--- config.mk ---
export PLATFORM = sky130hd
export DESIGN_NAME = psd_ctrl
export DESIGN_NICKNAME = d
export VERILOG_FILES = /design/src/rtl/psd_pkg.sv /design/src/rtl/psd_ctrl.sv
export SDC_FILE = /design/constraint.sdc
export NUM_CORES = 1
export LEC_CHECK = 0
export CAP_MARGIN = 30
export CELL_PAD_IN_SITES_DETAIL_PLACEMENT = 0
export CELL_PAD_IN_SITES_GLOBAL_PLACEMENT = 1
export CORE_UTILIZATION = 51
export DETAILED_ROUTE_END_ITERATION = 12
export DONT_BUFFER_PORTS = 1
export PLACE_DENSITY_LB_ADDON = 0.15
export SYNTH_ARGS = -nofsm -noshare
export SYNTH_HDL_FRONTEND = slang
export SYNTH_SLANG_ARGS = --single-unit
--- constraint.sdc ---
create_clock -name clock -period 6.8 [get_ports clock]
set_input_delay 1.36 -clock clock [delete_from_list [all_inputs] [get_ports clock]]
set_output_delay 1.36 -clock clock [all_outputs]
set_load 0.005 [all_outputs]
--- src/rtl/psd_pkg.sv ---
// Package for the polyline segment direction block.
// Holds sizes, payload types and the controller/datapath command and status structs.
// No dependencies.
package psd_pkg;

   localparam int unsigned MAX_POINTS = 64;
   localparam int unsigned ADDR_W     = $clog2(MAX_POINTS);
   localparam int unsigned CNT_W      = $clog2(MAX_POINTS + 1);
   localparam int unsigned COORD_W    = 32;
   localparam int unsigned DIR_W      = 17;
   localparam int unsigned IDX_W      = 6;
   localparam int unsigned NUM_AXES   = 3;
   localparam int unsigned MAG_W      = COORD_W + 1;
   localparam int unsigned NRM_W      = 31;
   localparam int unsigned PROD_W     = 2 * NRM_W;
   localparam int unsigned SUM_W      = 64;
   localparam int unsigned ROOT_W     = SUM_W / 2;
   localparam int unsigned QUO_W      = 17;
   localparam int unsigned NUM_W      = NRM_W + QUO_W;
   localparam int unsigned STEP_W     = 5;

   typedef logic signed [COORD_W-1:0] coord_type;
   typedef logic signed [DIR_W-1:0]   dir_type;
   typedef logic [ADDR_W-1:0]         addr_type;

   typedef struct packed {
      logic     wr_en;
      addr_type wr_addr;
      logic     rd_en;
      addr_type rd_a;
      addr_type rd_b;
      logic     nz_clr;
      logic     nz_wr;
      addr_type nz_idx;
      logic     diff_load;
      logic     norm_step;
      logic     mul_en;
      logic [1:0] axis;
      logic     acc_en;
      logic     acc_clr;
      logic     sqrt_step;
      logic     div_init;
      logic     div_step;
      logic     div_last;
      logic     o_clr;
      logic     out_load;
      logic     out_zero;
      logic     out_collapsed;
      logic     out_last;
      addr_type out_idx;
   } psd_cmd_type;

   typedef struct packed {
      logic [MAX_POINTS-1:0] nz;
      logic zero_span;
      logic norm_done;
      logic out_free;
   } psd_stat_type;

endpackage

--- src/rtl/psd_ctrl.sv ---
// Controller: point counting, segment scan, neighbor search and arithmetic sequencing.
// Depends on psd_pkg; drives psd_dp through the command struct.
module psd_ctrl (
   input  logic                  clock,
   input  logic                  reset,
   input  logic                  req_valid,
   input  logic                  req_last,
   output logic                  req_ready,
   output psd_pkg::psd_cmd_type  cmd,
   input  psd_pkg::psd_stat_type stat
);
   import psd_pkg::*;

   typedef enum logic [3:0] {
      ST_LOAD, ST_SCAN_RD, ST_SCAN_CMP, ST_CHECK, ST_COLLAPSE, ST_DECIDE, ST_SEARCH,
      ST_PICK, ST_READ, ST_DIFF, ST_NORM, ST_MUL, ST_SQRT, ST_DIV_INIT, ST_DIV, ST_OUT
   } state_type;

   state_type        state_ff, state_in;
   logic [CNT_W-1:0] count_ff, count_in;
   addr_type         segs_ff, segs_in;
   addr_type         i_ff, i_in;
   addr_type         r_ff, r_in;
   addr_type         l_ff, l_in;
   logic             lv_ff, lv_in;
   addr_type         a_ff, a_in;
   addr_type         b_ff, b_in;
   logic [STEP_W-1:0] step_ff, step_in;
   logic [1:0]       axis_ff, axis_in;

   logic             accept;
   logic [CNT_W-1:0] cnt_plus;
   logic             right;

   always_ff @(posedge clock) begin
      if (reset) begin
         state_ff <= ST_LOAD;
         count_ff <= '0;
         segs_ff  <= '0;
         i_ff     <= '0;
         r_ff     <= '0;
         l_ff     <= '0;
         lv_ff    <= 1'b0;
         a_ff     <= '0;
         b_ff     <= '0;
         step_ff  <= '0;
         axis_ff  <= '0;
      end else begin
         state_ff <= state_in;
         count_ff <= count_in;
         segs_ff  <= segs_in;
         i_ff     <= i_in;
         r_ff     <= r_in;
         l_ff     <= l_in;
         lv_ff    <= lv_in;
         a_ff     <= a_in;
         b_ff     <= b_in;
         step_ff  <= step_in;
         axis_ff  <= axis_in;
      end
   end

   always_comb begin
      state_in = state_ff;
      count_in = count_ff;
      segs_in  = segs_ff;
      i_in     = i_ff;
      r_in     = r_ff;
      l_in     = l_ff;
      lv_in    = lv_ff;
      a_in     = a_ff;
      b_in     = b_ff;
      step_in  = step_ff;
      axis_in  = axis_ff;
      cmd      = '0;
      req_ready = (state_ff == ST_LOAD);
      accept   = req_valid && req_ready;
      cnt_plus = count_ff;
      right    = (r_ff != segs_ff);

      cmd.rd_a    = i_ff;
      cmd.rd_b    = i_ff + 1'b1;
      cmd.nz_idx  = i_ff;
      cmd.out_idx = i_ff;
      cmd.axis    = axis_ff;

      unique case (state_ff)
         ST_LOAD: begin
            if (accept) begin
               cmd.wr_en   = (count_ff < CNT_W'(MAX_POINTS));
               cmd.wr_addr = count_ff[ADDR_W-1:0];
               cnt_plus    = cmd.wr_en ? count_ff + 1'b1 : count_ff;
               count_in    = cnt_plus;
               if (req_last) begin
                  cmd.nz_clr = 1'b1;
                  count_in   = '0;
                  segs_in    = ADDR_W'(cnt_plus - 1'b1);
                  i_in       = '0;
                  r_in       = '0;
                  lv_in      = 1'b0;
                  state_in   = (cnt_plus == CNT_W'(1)) ? ST_CHECK : ST_SCAN_RD;
               end
            end
         end
         ST_SCAN_RD: begin
            cmd.rd_en = 1'b1;
            state_in  = ST_SCAN_CMP;
         end
         ST_SCAN_CMP: begin
            cmd.nz_wr = 1'b1;
            if (i_ff == segs_ff - 1'b1) begin
               i_in     = '0;
               state_in = ST_CHECK;
            end else begin
               i_in     = i_ff + 1'b1;
               state_in = ST_SCAN_RD;
            end
         end
         ST_CHECK: begin
            state_in = (stat.nz != '0) ? ST_DECIDE : ST_COLLAPSE;
         end
         ST_COLLAPSE: begin
            if (stat.out_free) begin
               cmd.out_load      = 1'b1;
               cmd.out_zero      = 1'b1;
               cmd.out_collapsed = 1'b1;
               cmd.out_last      = 1'b1;
               cmd.out_idx       = '0;
               state_in          = ST_LOAD;
            end
         end
         ST_DECIDE: begin
            if (stat.nz[i_ff]) begin
               a_in     = i_ff;
               b_in     = i_ff + 1'b1;
               l_in     = i_ff;
               lv_in    = 1'b1;
               state_in = ST_READ;
            end else if (r_ff <= i_ff) begin
               r_in     = i_ff + 1'b1;
               state_in = ST_SEARCH;
            end else begin
               state_in = ST_PICK;
            end
         end
         ST_SEARCH: begin
            if ((r_ff == segs_ff) || stat.nz[r_ff]) begin
               state_in = ST_PICK;
            end else begin
               r_in = r_ff + 1'b1;
            end
         end
         ST_PICK: begin
            if (right && (r_ff == i_ff + 1'b1)) begin
               a_in = i_ff;
               b_in = r_ff + 1'b1;
            end else begin
               a_in = lv_ff ? l_ff : '0;
               b_in = right ? r_ff + 1'b1 : segs_ff;
            end
            state_in = ST_READ;
         end
         ST_READ: begin
            cmd.rd_en = 1'b1;
            cmd.rd_a  = a_ff;
            cmd.rd_b  = b_ff;
            state_in  = ST_DIFF;
         end
         ST_DIFF: begin
            cmd.diff_load = 1'b1;
            state_in      = ST_NORM;
         end
         ST_NORM: begin
            if (stat.zero_span) begin
               cmd.o_clr = 1'b1;
               state_in  = ST_OUT;
            end else if (stat.norm_done) begin
               step_in  = '0;
               state_in = ST_MUL;
            end else begin
               cmd.norm_step = 1'b1;
            end
         end
         ST_MUL: begin
            cmd.axis    = step_ff[1:0];
            cmd.mul_en  = (step_ff[1:0] != 2'd3);
            cmd.acc_en  = (step_ff[1:0] != 2'd0);
            cmd.acc_clr = (step_ff[1:0] == 2'd1);
            if (step_ff[1:0] == 2'd3) begin
               step_in  = '0;
               state_in = ST_SQRT;
            end else begin
               step_in = step_ff + 1'b1;
            end
         end
         ST_SQRT: begin
            cmd.sqrt_step = 1'b1;
            step_in       = step_ff + 1'b1;
            if (step_ff == '1) begin
               axis_in  = '0;
               state_in = ST_DIV_INIT;
            end
         end
         ST_DIV_INIT: begin
            cmd.div_init = 1'b1;
            step_in      = '0;
            state_in     = ST_DIV;
         end
         ST_DIV: begin
            cmd.div_step = 1'b1;
            cmd.div_last = (step_ff == STEP_W'(QUO_W - 1));
            step_in      = step_ff + 1'b1;
            if (cmd.div_last) begin
               axis_in  = axis_ff + 1'b1;
               state_in = (axis_ff == 2'(NUM_AXES - 1)) ? ST_OUT : ST_DIV_INIT;
            end
         end
         ST_OUT: begin
            if (stat.out_free) begin
               cmd.out_load = 1'b1;
               cmd.out_last = (i_ff == segs_ff - 1'b1);
               if (cmd.out_last) begin
                  state_in = ST_LOAD;
               end else begin
                  i_in     = i_ff + 1'b1;
                  state_in = ST_DECIDE;
               end
            end
         end
         default: state_in = ST_LOAD;
      endcase
   end

endmodule
==> metrics.cfg <==
[place]
gp_congestion = 0.9192
dpl.cell_count = 765
dp_slack_ns = 3.267
hpwl_um = 11760
port_buffers = 0

[global_routing]
antenna_found_initial = 0
grt_use_total_pct = 29.30
overflow = 0
grt_pass1_vias = 4960
grt_max_degree = 55
grt_pass1_wl_um = 25940

[timing]
final.setup.tns_ns = 0
rsz0062_at_grt = no
relSlewSlack_pct = 37.89
worst_pin_slew_ns = 0.9304
skew_ns = 0.01044
hold_violations = 0
drv_slew = 0
period_share_pct = 57.84
clock.fmax_mhz = 254.2
post-route-min-period_ns = 3.933
finalSetupViolCount = 0
setup_ws_ns = 2.867
fin_hold_ws_ns = 0.4551

[synth]
synth_top_area_cell = dfxtp_1
yosys_most_used_dff = dfxtp_1
synth_area_leaders = dfxtp_1 21%, mux4_2 8.5%, mux2i_1 6.8%
synthAdderAreaFrac_pct = 4.243
ys_async_sr_fraction_pct = 0
ys_seq_area_share_pct = 20.74
netlist_instances = 681
synthesis.nets = 770
synth-xor-area-share_pct = 6.459
synth-compound-area-share_pct = 19.54
synthMuxAreaShare_pct = 16.55
yosysMostFrequentCell = nor2_1
yosysWarnings = 0
synth_common_cells = 79 x nor2_1, 55 x dfxtp_1, 50 x nand2_1
synth_edf_count = 0
netlist_area_um2 = 5308
synth_top_family_by_area = simple AND/OR/NAND/NOR gates
ys_types = 65
synth_simple_gate_area_share_pct = 24.68
avgSynthCellArea_um2 = 7.794
synth_top_area_share_pct = 20.74
ys_ff_latch = 55

[critical_path]
critPathKind = reg -> out
start_kind = register
cp_slowest_stage_delay_ns = 0.79
arrival_ns = 2.57
path_cells = clkinv_1, a21oi_1, o31ai_1, or2_2, a21boi_0
end_kind = output pin
cp_max_fo = 16
required_ns = 5.44
slowest_stage = dfxtp_1
crit_family = flip-flops
critPathBufInv = 1

[clocking]
cts_tree = built
cts.root.buffer_cell = clkbuf_8
htreeDepth = 2
clock_latency_ns = 0.33
clockBufferDepth = 2
cts_num_sinks = 55
postCtsHoldBufs = 0
cts_resized = 0
cts_setup_buffers = 0
clk_pin_slew_ns = 0.12
cts-buffers-inserted = 5

[detailed_routing]
highest_layer = met4
vias = 5192
avgViaCountPerCell = 6.717
wl_met3_um = 1169
dr.first_iter.drc_count = 394
wl_per_cell_um = 20.79
ant_nets = 0
met1_length_um = 7127
drtPass1Iterations = 5
wl_met2_um = 7305
drc = 0
finalWirelength_um = 16070

[run]
timing.max_cap.violations = 0

[cells_and_area]
fillers = 1006
diodes = 0
area_growth_pct = 0.7308
drive_gt1_share_pct = 7.656
fin_nets = 728
fin_cells = 773
fin_util_pct = 53.95

[floorplanning]
die_h_um = 104.0
die_x_um = 104.0
rows = 36
coreArea_um2 = 9910
die-area_um2 = 10820
start_util_pct = 53.56
io_pins = 122

[power_and_ir_drop]
p_leak_uw = 0.001872
power_per_cell_area_nw_per_um2 = 217.9
ir_drop_uv = 171.7

[outcome]
outcome = complete, no violations

[hold_path]
hp-class = reg -> reg

[final timing paths]
kind	endpoint	startpoint	slack, ns	cells past startpoint
worst max-delay path	cmd[6]	i_ff[2]$_SDFFE_PP0P_	2.87	5
worst min-delay path	lv_ff$_SDFFE_PP0P_	lv_ff$_SDFFE_PP0P_	0.46	2
worst max register to register	state_ff[3]$_SDFFE_PP0P_	r_ff[1]$_SDFFE_PP0P_	3.55	8
worst min register to register	lv_ff$_SDFFE_PP0P_	lv_ff$_SDFFE_PP0P_	0.46	2
[metal layers]
layer / vias to the layer above / GRT usage (%)
met3: 42 / 4.511
met1: 2490 / 39.10
met2: 221 / 48.05
met4: 0 / 10.20
met5: - / 0
li1: 2439 / -
[worst min-delay path: stages (launching register included)]
cell and delay (ns):
dfxtp_1 0.33, inv_1 0.05, a211oi_1 0.05
[flip-flops by register name (all words and copies together) (netlist names)]
name	count
r_ff	6
count_ff	7
b_ff	6
state_ff	4
a_ff	6
l_ff	6
axis_ff	2
step_ff	5
i_ff	6
lv_ff	1
segs_ff	6
[cell usage in the layout (no fill, tap or decap), drive strengths merged, types with 6 or more instances in the layout]
cell | netlist | routed
a221oi | 6 | 6
dfxtp | 55 | 55
a22oi | 15 | 15
a31oi | 6 | 6
xor2 | 9 | 9
xnor2 | 25 | 25
o21ai | 30 | 30
mux2 | 6 | 6
a21oi | 38 | 38
nand3 | 27 | 27
nor2b | 10 | 10
and3 | 10 | 10
nand4 | 14 | 14
buf | 22 | 7
nor4 | 23 | 23
a211oi | 13 | 13
nand2 | 50 | 50
nor2 | 79 | 79
nor3 | 18 | 18
nand2b | 9 | 9
a311oi | 8 | 8
ha | 18 | 18
mux2i | 36 | 36
mux4 | 20 | 20
inv | 33 | 34
[per-stage QoR]
stage,instance area [µm²],power (µW)
2_1_floorplan,5308,849.5
3_3_place_gp,5250,948.5
3_5_place_dp,5250,953.7
4_1_cts,5346,1157
5_1_grt,5346,1238
6_report,5346,1165
[power by group]
group | internal [µW] | switching [µW]
Clock | 76.2 | 130
Combinational | 233 | 324
Sequential | 342 | 60.1
Total | 651 | 514
[area by class of cell]
class                   count  area [µm²]  share of cell area (%)
well taps                 133       166.4                   3.113
clock inverters             3       27.53                  0.5149
inverters                  36       135.1                   2.528
repair buffers              7       52.55                  0.9829
flip-flops and latches     55        1102                   20.62
clock buffers               5       68.82                   1.287
multi-input cells         534        3794                   70.96
[kinds of logic (layout without fill, tap and decap cells)]
group	after synthesis	after routing
buf+inv	92	51
flops	55	55
xor+xnor	36	36
fa+ha+maj	18	18
simple gates	263	263
mux	62	62
compound gates	155	155
(Power assumes the default switching activity.)
